### src/rtl/core/tdsl_pkg.sv
// Shared types and constants for the terminal device with scrolling line.
package tdsl_pkg;

    // Sequencer states of the top level
    typedef enum logic [3:0] {
        S_IDLE,
        S_EXEC,
        S_KEY_RD,
        S_SCR_RD,
        S_PRINT2,
        S_SCROLL_WR,
        S_SCROLL_SP,
        S_CLR_RD,
        S_CLR_WR,
        S_DONE
    } t_state;

    // Operation codes carried in the mode field
    typedef enum logic [2:0] {
        OP_BUS_RD    = 3'd0,
        OP_BUS_WR    = 3'd1,
        OP_KEY       = 3'd2,
        OP_TICK      = 3'd3,
        OP_CLEAR     = 3'd4,
        OP_PEEK_SCR  = 3'd5,
        OP_PEEK_KEYS = 3'd6
    } t_op;

    // Bus subdevices
    typedef enum logic [1:0] {
        SUB_KDATA = 2'd0,
        SUB_KSTAT = 2'd1,
        SUB_SDATA = 2'd2,
        SUB_SSTAT = 2'd3
    } t_sub;

    // Result status codes
    typedef enum logic [1:0] {
        ST_OK   = 2'd0,
        ST_BUSY = 2'd1,
        ST_INV  = 2'd2
    } t_status;

    // Screen modes
    typedef enum logic [1:0] {
        SM_NORMAL = 2'd0,
        SM_SCROLL = 2'd1,
        SM_CLEAR  = 2'd2
    } t_smode;

    // Key queue commands, at most one set per cycle
    typedef struct packed {
        logic push;
        logic pop;
        logic peek;
    } t_kq_cmd;

    localparam logic [7:0] CH_NL = 8'h0A;
    localparam logic [7:0] CH_SP = 8'h20;

endpackage

### src/rtl/core/tdsl_scrmem.sv
// Screen line memory: one write port, one registered read port, per-cell valid bits.
module tdsl_scrmem #(
    parameter int LINE_LEN = 64
) (
    input  logic                               i_clk,
    input  logic                               i_rst_n,
    input  logic                               i_we,
    input  logic [$clog2(LINE_LEN+1)-1:0]      i_waddr,
    input  logic [7:0]                         i_wdata,
    input  logic [$clog2(LINE_LEN+1)-1:0]      i_raddr,
    output logic [7:0]                         o_rdata
);
    localparam int CELLS = LINE_LEN + 1;

    logic [7:0]       r_mem [CELLS];
    logic [CELLS-1:0] r_vld;
    logic [7:0]       r_rdata;
    logic             r_rvld;

    // valid bits: a cell never written reads as zero
    always_ff @(posedge i_clk) begin
        if (!i_rst_n) begin
            r_vld <= '0;
        end else if (i_we) begin
            r_vld[i_waddr] <= 1'b1;
        end
    end

    // storage and registered read
    always_ff @(posedge i_clk) begin
        if (i_we) begin
            r_mem[i_waddr] <= i_wdata;
        end
        r_rdata <= r_mem[i_raddr];
        r_rvld  <= r_vld[i_raddr];
    end

    assign o_rdata = r_rvld ? r_rdata : 8'h00;

endmodule

### src/rtl/core/tdsl_keyq.sv
// Key queue: circular buffer in a memory with head pointer and fill count.
module tdsl_keyq #(
    parameter int LINE_LEN = 64
) (
    input  logic                               i_clk,
    input  logic                               i_rst_n,
    input  tdsl_pkg::t_kq_cmd                  i_cmd,
    input  logic [7:0]                         i_wdata,
    input  logic [$clog2(LINE_LEN+1)-1:0]      i_idx,
    output logic [7:0]                         o_rdata,
    output logic [$clog2(LINE_LEN-1)-1:0]      o_count
);
    localparam int KAW   = $clog2(LINE_LEN);
    localparam int CW    = $clog2(LINE_LEN - 1);
    localparam int IDX_W = $clog2(LINE_LEN + 1);
    localparam logic [KAW:0]   L_WRAP = (KAW+1)'(LINE_LEN);
    localparam logic [KAW-1:0] L_TOP  = KAW'(LINE_LEN - 1);
    localparam logic [CW-1:0]  L_FULL = CW'(LINE_LEN - 2);

    logic [7:0]     r_mem [LINE_LEN];
    logic [KAW-1:0] r_head;
    logic [CW-1:0]  r_count;
    logic [7:0]     r_rdata;
    logic           r_rzero;

    logic [KAW:0]   tail_sum;
    logic [KAW:0]   peek_sum;
    logic [KAW-1:0] tail;
    logic [KAW-1:0] peek_addr;
    logic [KAW-1:0] head_inc;
    logic [KAW-1:0] raddr;
    logic           do_push;
    logic           do_pop;

    // address arithmetic with wrap at the queue depth
    assign tail_sum  = {1'b0, r_head} + (KAW+1)'(r_count);
    assign peek_sum  = {1'b0, r_head} + {1'b0, i_idx[KAW-1:0]};
    assign tail      = (tail_sum >= L_WRAP) ? KAW'(tail_sum - L_WRAP) : tail_sum[KAW-1:0];
    assign peek_addr = (peek_sum >= L_WRAP) ? KAW'(peek_sum - L_WRAP) : peek_sum[KAW-1:0];
    assign head_inc  = (r_head == L_TOP) ? '0 : r_head + 1'b1;
    assign raddr     = i_cmd.pop ? r_head : peek_addr;

    // full queue drops the key, empty queue ignores a pop
    assign do_push = i_cmd.push && (r_count < L_FULL);
    assign do_pop  = i_cmd.pop && (r_count != '0);

    // pointers
    always_ff @(posedge i_clk) begin
        if (!i_rst_n) begin
            r_head  <= '0;
            r_count <= '0;
        end else if (do_push) begin
            r_count <= r_count + 1'b1;
        end else if (do_pop) begin
            r_head  <= head_inc;
            r_count <= r_count - 1'b1;
        end
    end

    // storage and registered read; cells past the last key read as zero
    always_ff @(posedge i_clk) begin
        if (do_push) begin
            r_mem[tail] <= i_wdata;
        end
        r_rdata <= r_mem[raddr];
        r_rzero <= i_cmd.peek && (i_idx >= IDX_W'(r_count));
    end

    assign o_rdata = r_rzero ? 8'h00 : r_rdata;
    assign o_count = r_count;

endmodule

### src/rtl/core/terminal_device_with_scrolling_line_unit.sv
// Terminal device top level: word sequencer, screen state and output register.
// Steps: status reads, writes, key presses, plain ticks and screen clears finish in the
// execute state; key pops and peeks in range add a key or screen read state, printable
// writes an end-marker state; a scroll tick adds a write and a space state; a clearing
// tick runs a read/write pair per cell. The idle/execute sequencer holds one word at a
// time, so a new word is not accepted before the last one is through.
// Reset (synchronous, active low) empties the key queue and leaves the screen all zeros.
module terminal_device_with_scrolling_line_unit #(
    parameter int LINE_LEN = 64
) (
    input  logic                               i_clk,
    input  logic                               i_rst_n,
    input  logic                               i_in_valid,
    output logic                               o_in_ready,
    input  logic [2:0]                         i_mode,
    input  logic [1:0]                         i_subdevice,
    input  logic [7:0]                         i_char_in,
    input  logic [$clog2(LINE_LEN+1)-1:0]      i_cell_index,
    output logic                               o_out_valid,
    input  logic                               i_out_ready,
    output logic [7:0]                         o_read_data,
    output logic [1:0]                         o_status
);
    localparam int SAW = $clog2(LINE_LEN + 1);
    localparam int CW  = $clog2(LINE_LEN - 1);
    localparam logic [SAW-1:0] L_LAST = SAW'(LINE_LEN - 1);
    localparam logic [SAW-1:0] L_MAX  = SAW'(LINE_LEN);

    tdsl_pkg::t_state  r_state, n_state;
    tdsl_pkg::t_op     r_op;
    tdsl_pkg::t_sub    r_sub;
    logic [7:0]        r_ch;
    logic [SAW-1:0]    r_idx;

    logic [SAW-1:0]    r_len, n_len;
    logic [SAW-1:0]    r_pos, n_pos;
    logic [SAW-1:0]    r_ci, n_ci;
    tdsl_pkg::t_smode  r_smode, n_smode;
    logic              r_at_end, n_at_end;

    logic              c_fin;
    logic [7:0]        c_data;
    tdsl_pkg::t_status c_st;
    logic [7:0]        r_res_data;
    tdsl_pkg::t_status r_res_st;

    logic              r_out_valid;
    logic [7:0]        r_out_data;
    tdsl_pkg::t_status r_out_st;
    logic              slot_free;
    logic              in_acc;

    logic              scr_we;
    logic [SAW-1:0]    scr_waddr;
    logic [7:0]        scr_wdata;
    logic [SAW-1:0]    scr_raddr;
    logic [7:0]        scr_rdata;

    tdsl_pkg::t_kq_cmd kq_cmd;
    logic [7:0]        kq_rdata;
    logic [CW-1:0]     kq_count;

    logic [SAW-1:0]    pos_inc;
    logic [SAW-1:0]    ci_inc;
    logic              idx_ok;
    logic              d_kpop, d_kpeek, d_speek, d_print, d_scroll, d_clr_go, d_wait;

    // storage units
    tdsl_scrmem #(.LINE_LEN(LINE_LEN)) u_scrmem (
        .i_clk   (i_clk),
        .i_rst_n (i_rst_n),
        .i_we    (scr_we),
        .i_waddr (scr_waddr),
        .i_wdata (scr_wdata),
        .i_raddr (scr_raddr),
        .o_rdata (scr_rdata)
    );

    tdsl_keyq #(.LINE_LEN(LINE_LEN)) u_keyq (
        .i_clk   (i_clk),
        .i_rst_n (i_rst_n),
        .i_cmd   (kq_cmd),
        .i_wdata (r_ch),
        .i_idx   (r_idx),
        .o_rdata (kq_rdata),
        .o_count (kq_count)
    );

    // handshake
    assign o_in_ready  = (r_state == tdsl_pkg::S_IDLE);
    assign in_acc      = i_in_valid && o_in_ready;
    assign slot_free   = !r_out_valid || i_out_ready;
    assign o_out_valid = r_out_valid;
    assign o_read_data = r_out_data;
    assign o_status    = r_out_st;

    // decode of the word under execution
    assign pos_inc  = r_pos + 1'b1;
    assign ci_inc   = r_ci + 1'b1;
    assign idx_ok   = (r_idx <= L_MAX);
    assign d_kpop   = (r_op == tdsl_pkg::OP_BUS_RD) && (r_sub == tdsl_pkg::SUB_KDATA)
                      && (kq_count != '0);
    assign d_kpeek  = (r_op == tdsl_pkg::OP_PEEK_KEYS) && idx_ok;
    assign d_speek  = (r_op == tdsl_pkg::OP_PEEK_SCR) && idx_ok;
    assign d_print  = (r_op == tdsl_pkg::OP_BUS_WR) && (r_sub == tdsl_pkg::SUB_SDATA)
                      && (r_smode == tdsl_pkg::SM_NORMAL) && (r_ch != tdsl_pkg::CH_NL);
    assign d_scroll = (r_op == tdsl_pkg::OP_TICK) && (r_smode == tdsl_pkg::SM_SCROLL);
    assign d_clr_go = (r_op == tdsl_pkg::OP_TICK) && (r_smode == tdsl_pkg::SM_CLEAR)
                      && (r_len != '0);
    assign d_wait   = d_kpop || d_kpeek || d_speek || d_print || d_scroll || d_clr_go;

    // result of the current state, and whether the word finishes here
    always_comb begin
        c_fin  = 1'b0;
        c_data = 8'h00;
        c_st   = tdsl_pkg::ST_OK;
        case (r_state)
            tdsl_pkg::S_EXEC: begin
                c_fin = !d_wait;
                case (r_op)
                    tdsl_pkg::OP_BUS_RD: begin
                        case (r_sub)
                            tdsl_pkg::SUB_KDATA: c_st   = tdsl_pkg::ST_BUSY;
                            tdsl_pkg::SUB_KSTAT: c_data = {7'd0, kq_count != '0};
                            tdsl_pkg::SUB_SDATA: c_st   = tdsl_pkg::ST_INV;
                            tdsl_pkg::SUB_SSTAT: c_data = {7'd0, r_smode == tdsl_pkg::SM_NORMAL};
                            default:             c_st   = tdsl_pkg::ST_INV;
                        endcase
                    end
                    tdsl_pkg::OP_BUS_WR: begin
                        if (r_sub != tdsl_pkg::SUB_SDATA) begin
                            c_st = tdsl_pkg::ST_INV;
                        end else if (r_smode != tdsl_pkg::SM_NORMAL) begin
                            c_st = tdsl_pkg::ST_BUSY;
                        end
                    end
                    tdsl_pkg::OP_KEY,
                    tdsl_pkg::OP_TICK,
                    tdsl_pkg::OP_CLEAR: c_st = tdsl_pkg::ST_OK;
                    tdsl_pkg::OP_PEEK_SCR,
                    tdsl_pkg::OP_PEEK_KEYS: c_st = tdsl_pkg::ST_INV;
                    default: c_st = tdsl_pkg::ST_INV;
                endcase
            end
            tdsl_pkg::S_KEY_RD: begin
                c_fin  = 1'b1;
                c_data = kq_rdata;
            end
            tdsl_pkg::S_SCR_RD: begin
                c_fin  = 1'b1;
                c_data = scr_rdata;
            end
            tdsl_pkg::S_PRINT2,
            tdsl_pkg::S_SCROLL_SP: c_fin = 1'b1;
            tdsl_pkg::S_CLR_WR: c_fin = (ci_inc == r_len);
            tdsl_pkg::S_DONE: begin
                c_fin  = 1'b1;
                c_data = r_res_data;
                c_st   = r_res_st;
            end
            default: c_fin = 1'b0;
        endcase
    end

    // next state
    always_comb begin
        n_state = r_state;
        if (c_fin) begin
            n_state = slot_free ? tdsl_pkg::S_IDLE : tdsl_pkg::S_DONE;
        end else begin
            case (r_state)
                tdsl_pkg::S_IDLE: begin
                    if (in_acc) begin
                        n_state = tdsl_pkg::S_EXEC;
                    end
                end
                tdsl_pkg::S_EXEC: begin
                    if (d_kpop || d_kpeek) begin
                        n_state = tdsl_pkg::S_KEY_RD;
                    end else if (d_speek) begin
                        n_state = tdsl_pkg::S_SCR_RD;
                    end else if (d_print) begin
                        n_state = tdsl_pkg::S_PRINT2;
                    end else if (d_scroll) begin
                        n_state = tdsl_pkg::S_SCROLL_WR;
                    end else begin
                        n_state = tdsl_pkg::S_CLR_RD;
                    end
                end
                tdsl_pkg::S_SCROLL_WR: n_state = tdsl_pkg::S_SCROLL_SP;
                tdsl_pkg::S_CLR_RD:    n_state = tdsl_pkg::S_CLR_WR;
                tdsl_pkg::S_CLR_WR:    n_state = tdsl_pkg::S_CLR_RD;
                default:               n_state = r_state;
            endcase
        end
    end

    // memory commands and screen state updates
    always_comb begin
        n_len     = r_len;
        n_pos     = r_pos;
        n_ci      = r_ci;
        n_smode   = r_smode;
        n_at_end  = r_at_end;
        scr_we    = 1'b0;
        scr_waddr = '0;
        scr_wdata = 8'h00;
        scr_raddr = '0;
        kq_cmd    = '0;
        case (r_state)
            tdsl_pkg::S_EXEC: begin
                case (r_op)
                    tdsl_pkg::OP_BUS_RD: kq_cmd.pop = d_kpop;
                    tdsl_pkg::OP_BUS_WR: begin
                        if (d_print) begin
                            scr_we    = 1'b1;
                            scr_waddr = r_len;
                            scr_wdata = r_ch;
                            n_len     = r_len + 1'b1;
                        end else if ((r_sub == tdsl_pkg::SUB_SDATA)
                                     && (r_smode == tdsl_pkg::SM_NORMAL)) begin
                            n_smode = tdsl_pkg::SM_CLEAR;
                        end
                    end
                    tdsl_pkg::OP_KEY: kq_cmd.push = 1'b1;
                    tdsl_pkg::OP_TICK: begin
                        if (d_scroll) begin
                            scr_raddr = pos_inc;
                            n_at_end  = (pos_inc >= r_len);
                        end else if (d_clr_go) begin
                            n_ci = '0;
                        end else if (r_smode == tdsl_pkg::SM_CLEAR) begin
                            n_smode = tdsl_pkg::SM_NORMAL;
                        end
                    end
                    tdsl_pkg::OP_CLEAR: begin
                        scr_we    = 1'b1;
                        scr_waddr = '0;
                        scr_wdata = 8'h00;
                        n_len     = '0;
                        n_smode   = tdsl_pkg::SM_NORMAL;
                    end
                    tdsl_pkg::OP_PEEK_SCR:  scr_raddr   = d_speek ? r_idx : '0;
                    tdsl_pkg::OP_PEEK_KEYS: kq_cmd.peek = d_kpeek;
                    default: kq_cmd = '0;
                endcase
            end
            // end marker after the new character; a full line starts scrolling
            tdsl_pkg::S_PRINT2: begin
                scr_we    = 1'b1;
                scr_waddr = r_len;
                scr_wdata = 8'h00;
                if (r_len == L_LAST) begin
                    n_smode = tdsl_pkg::SM_SCROLL;
                    n_pos   = '0;
                end
            end
            tdsl_pkg::S_SCROLL_WR: begin
                scr_we    = 1'b1;
                scr_waddr = r_pos;
                scr_wdata = r_at_end ? 8'h00 : scr_rdata;
            end
            tdsl_pkg::S_SCROLL_SP: begin
                scr_we    = 1'b1;
                scr_waddr = pos_inc;
                scr_wdata = tdsl_pkg::CH_SP;
                n_pos     = pos_inc;
                if (r_at_end) begin
                    n_len   = r_pos;
                    n_smode = tdsl_pkg::SM_NORMAL;
                end
            end
            // clearing tick: shift the line left one cell per read/write pair
            tdsl_pkg::S_CLR_RD: scr_raddr = ci_inc;
            tdsl_pkg::S_CLR_WR: begin
                scr_we    = 1'b1;
                scr_waddr = r_ci;
                scr_wdata = scr_rdata;
                if (ci_inc == r_len) begin
                    n_len = r_len - 1'b1;
                    if (r_len == SAW'(1)) begin
                        n_smode = tdsl_pkg::SM_NORMAL;
                    end
                end else begin
                    n_ci = ci_inc;
                end
            end
            default: kq_cmd = '0;
        endcase
    end

    // control registers
    always_ff @(posedge i_clk) begin
        if (!i_rst_n) begin
            r_state     <= tdsl_pkg::S_IDLE;
            r_len       <= '0;
            r_pos       <= '0;
            r_smode     <= tdsl_pkg::SM_NORMAL;
            r_out_valid <= 1'b0;
        end else begin
            r_state <= n_state;
            r_len   <= n_len;
            r_pos   <= n_pos;
            r_smode <= n_smode;
            if (c_fin && slot_free) begin
                r_out_valid <= 1'b1;
            end else if (i_out_ready) begin
                r_out_valid <= 1'b0;
            end
        end
    end

    // word capture, work registers and result payload
    always_ff @(posedge i_clk) begin
        if (in_acc) begin
            r_op  <= tdsl_pkg::t_op'(i_mode);
            r_sub <= tdsl_pkg::t_sub'(i_subdevice);
            r_ch  <= i_char_in;
            r_idx <= i_cell_index;
        end
        r_ci     <= n_ci;
        r_at_end <= n_at_end;
        if (c_fin) begin
            r_res_data <= c_data;
            r_res_st   <= c_st;
        end
        if (c_fin && slot_free) begin
            r_out_data <= c_data;
            r_out_st   <= c_st;
        end
    end

    // line length never passes the last usable cell
    a_len_range: assert property (@(posedge i_clk) disable iff (!i_rst_n)
        r_len <= L_LAST)
        else $error("screen length out of range");

    // scrolling cell stays inside the line
    a_scroll_pos: assert property (@(posedge i_clk) disable iff (!i_rst_n)
        (r_smode == tdsl_pkg::SM_SCROLL) |-> (r_pos < r_len))
        else $error("scroll position past line end");

    // a held result only waits while the output register is occupied
    a_done_held: assert property (@(posedge i_clk) disable iff (!i_rst_n)
        (r_state == tdsl_pkg::S_DONE) |-> r_out_valid)
        else $error("result held with output register empty");

    // clearing sweep stays inside the line
    a_clr_idx: assert property (@(posedge i_clk) disable iff (!i_rst_n)
        (r_state == tdsl_pkg::S_CLR_RD) |-> (r_ci < r_len))
        else $error("clearing index past line end");

    // no new word is taken while one is in flight
    a_one_word: assert property (@(posedge i_clk) disable iff (!i_rst_n)
        (r_state == tdsl_pkg::S_EXEC) |-> !$past(r_state == tdsl_pkg::S_EXEC))
        else $error("execute state repeated");

endmodule
### config.mk
export PLATFORM = sky130hd
export DESIGN_NAME = terminal_device_with_scrolling_line_unit
export DESIGN_NICKNAME = d
export VERILOG_FILES = /design/src/rtl/core/tdsl_pkg.sv /design/src/rtl/core/tdsl_scrmem.sv /design/src/rtl/core/tdsl_keyq.sv /design/src/rtl/core/terminal_device_with_scrolling_line_unit.sv
export SDC_FILE = /design/constraint.sdc
export NUM_CORES = 2
export LEC_CHECK = 0
export ABC_CLOCK_PERIOD_IN_PS = 6400
export BUFFER_PORTS_ARGS = -buffer_cell sky130_fd_sc_hd__buf_2
export CAP_MARGIN = 40
export CELL_PAD_IN_SITES_DETAIL_PLACEMENT = 0
export CELL_PAD_IN_SITES_GLOBAL_PLACEMENT = 1
export CORE_MARGIN = 3
export CORE_UTILIZATION = 57
export DETAILED_ROUTE_END_ITERATION = 7
export HOLD_SLACK_MARGIN = 0.1
export PLACE_DENSITY = 0.86
export RECOVER_POWER = 50
export SETUP_SLACK_MARGIN = 0.5
export SYNTH_ARGS = -nofsm -noshare
export SYNTH_HDL_FRONTEND = slang
export SYNTH_SLANG_ARGS = --single-unit
### constraint.sdc
create_clock -name i_clk -period 6.4 [get_ports i_clk]
set_input_delay 0.32 -clock i_clk [delete_from_list [all_inputs] [get_ports i_clk]]
set_output_delay 0.32 -clock i_clk [all_outputs]
set_load 0.05 [all_outputs]
==> flow_summary.ini <==
[synth]
yosys.area.top_type = edfxtp_1
ys_top_cells_by_count = edfxtp_1, nand2_1, nand3_1
synth_cells = 3847
synth.area.top_cells = edfxtp_1, nand2_1, dfxtp_1, nand3_1, mux2i_1
yosysWarnings = 0
synth_top_area_share = 0.660
synth_edf_count = 1080
async_flop_share = 0
synth_area_mm2 = 0.0491
synth_cell_type_count = 76
syn-num-nets = 3908
synth_most_common_cell = edfxtp_1
ys_ff_latch = 1196
seq_area_frac_synth = 0.707
synth_ff_type = edfxtp_1
synth.avg_cell_area_um2 = 12.8

[pwr]
p_leak_nw = 18.5
pwr_density_cell_mw_per_mm2 = 353
irDropWorstVdd_v = 0.000297

[sta]
finalHoldViolations = 0
period_share = 0.846
report.final.slew_viol_count = 933
clock_skew_ps = 27.9
timing.slew.headroom = -1.38
fmax_ghz = 0.185
setup_ws_ps = 985
worst_slew_pin_slew_ps = 3570
post-route-min-period_ps = 5410
rsz0062_at_grt = false
setup-tns-final_ps = 0
setup_viol = 0

[critical_path]
crit_fanout = 95
crit_arrival_ps = 5980
critical_path_buf_inv_count = 1
required_ps = 6970
cp_common_cell = a31oi_1
cp-end-kind = register
crit_type = reg -> reg
cp_slowest_cell = nor4b_1
critPathTopFamily = simple AND/OR/NAND/NOR gates
cp_slowest_stage_delay_ps = 1300
crit_chain = nor4b_1 -> nand3_1 -> o22a_4 -> buf_12 -> nand2_1 -> a32oi_1 -> and3_1 -> a31oi_1 -> a31oi_1 -> or3_1
start_kind = register

[detailed_routing]
wl_mm = 129
via_per_inst = 6.27
drc = 15
detail_route.iter0.violations = 4170
dr.pass1.iters = 8
wl_per_cell_um = 25.0
postRouteAntennaNets = 0
num_vias = 32200

[final_layout]
nets = 3961
areaGrowthSynthToFinish_pct = 11.2
diodes = 0
drive_gt1_frac = 0.0781

[placed_design]
portBuffers = 35
place_congestion = 0.902
pre_cts_ws_ps = 1720
dpl.hpwl_mm = 78.2

[clock_network]
cts_tree = yes
cts.sinks = 1196
cts_buffers = 115
clock_latency_ps = 700
clk_pin_slew_ps = 60
clock-root-buffer = clkbuf_16
cts_max_path_buffers = 3
htree_num_levels = 3

[global_route]
track_usage = 0.284
grt_max_degree = 96
grt_pass1_vias = 30300
grt_pass1_wl_mm = 192
grt-ovfl-total = 0
antenna_found_initial = 2

[die]
die_h_um = 300
io_pins = 36
die_x_um = 300
core.rowCount = 107
start_util = 0.576
core-area_mm2 = 0.0853
die_area_mm2 = 0.0898

[run_status]
violations = design-rule violations, max-capacitance violations, max-slew violations
status = complete, but fails checks

[min_path]
hp-class = in -> reg

[job]
drv_cap = 15
==> timing repair <==
action	in CTS	in global routing
setup buffers	0	0
hold buffers	24	0
endpoints found under the hold margin	25	0
gates resized for setup	0	0
==> final cells by class <==
type	instances	area [um^2]
fillers	6255	30600
clock inverters	58	534
well taps	1144	1430
inverters	31	116
flip-flops and latches	1196	34800
multi-input cells	2399	13500
clock buffers	155	3140
repair buffers	157	1190
==> path summary, 6_finish.rpt <==
check	endpoint	cells past startpoint	slack (ps)	start
max reg2reg	u_scrmem.r_rvld	10	990	r_state[0]
min	r_idx[1]	2	330	i_cell_index[1]
min reg2reg	u_scrmem.r_vld[8]	1	460	u_scrmem.r_vld[8]
max	u_scrmem.r_rvld	10	990	r_state[0]
==> cells in the final DEF (no fill, tap or decap), drive strengths merged, types with 13 or more instances in the layout <==
cell,instances
xnor2,25
nand3,322
ha,34
buf,91
clkbuf,194
o21a,67
nor2,248
inv,33
nand4,50
a31oi,41
a211oi,86
nor4,26
and3,80
xor2,19
edfxtp,1080
clkinv,43
dlygate4sd3,24
a22oi,13
a311oi,18
dfxtp,116
a32oi,32
nor2b,14
a21oi,116
nor3,14
o21ai,58
nand2,814
mux2i,97
o22ai,26
a221oi,24
==> per-layer routing <==
| layer | track usage | wire length (um) | share of wire |
|---|---|---|---|
| met5 | 0 | 13 | 0.00010 |
| met3 | 0.0460 | 10600 | 0.082 |
| met2 | 0.467 | 62700 | 0.49 |
| met4 | 0.121 | 5710 | 0.044 |
| met1 | 0.380 | 49600 | 0.39 |
==> report_power, final <==
group | switching [mW] | internal, mW
logic | 2.36 | 0.903
clock network | 2.82 | 3.79
registers | 0.286 | 9.14
total | 5.46 | 13.8
==> worst reg2reg max path, cell delays in order, from the launching register on <==
cell     delay (ps)
dfxtp_1         650
nor4b_1        1300
nand3_1         660
o22a_4          680
buf_12          390
nand2_1         200
a32oi_1         150
and3_1          230
a31oi_1         350
a31oi_1         300
or3_1           380
==> kinds of logic after synthesis <==
group / Yosys count / synth area share
muxes: 105 / 0.0234
AOI/OAI and AO/OA: 586 / 0.0840
xor gates and xnor gates: 47 / 0.00922
buffers and inverters: 252 / 0.0211
adders and majority gates: 37 / 0.00988
and+or+nand+nor: 1624 / 0.145
DFF: 1196 / 0.707
==> through the flow <==
stage / hold slack [ps] / instance area (um^2) / std cells / total power [mW] / util
floorplan: 419 / 49100 / 3847 / 11.5 / -
global placement: 445 / 50500 / 4870 / 12.7 / 0.593
detailed placement: 453 / 50800 / 4897 / 12.7 / 0.596
CTS: 294 / 54700 / 5134 / 19.3 / 0.642
global route: 320 / 54700 / 5140 / 19.9 / 0.641
finish: 332 / 54700 / 5140 / 19.3 / 0.641
==> flip-flops by register name, indices dropped and copies added (netlist names), 6 cells and up <==
name,flops
u_scrmem.r_mem,520
r_res_data,8
u_scrmem.r_rdata,8
u_scrmem.r_vld,65
r_len,7
r_ci,7
o_read_data,8
u_keyq.r_mem,512
u_keyq.r_head,6
r_pos,7
u_keyq.r_rdata,8
r_ch,8
u_keyq.o_count,6
r_idx,7
(Power assumes the default switching activity.)
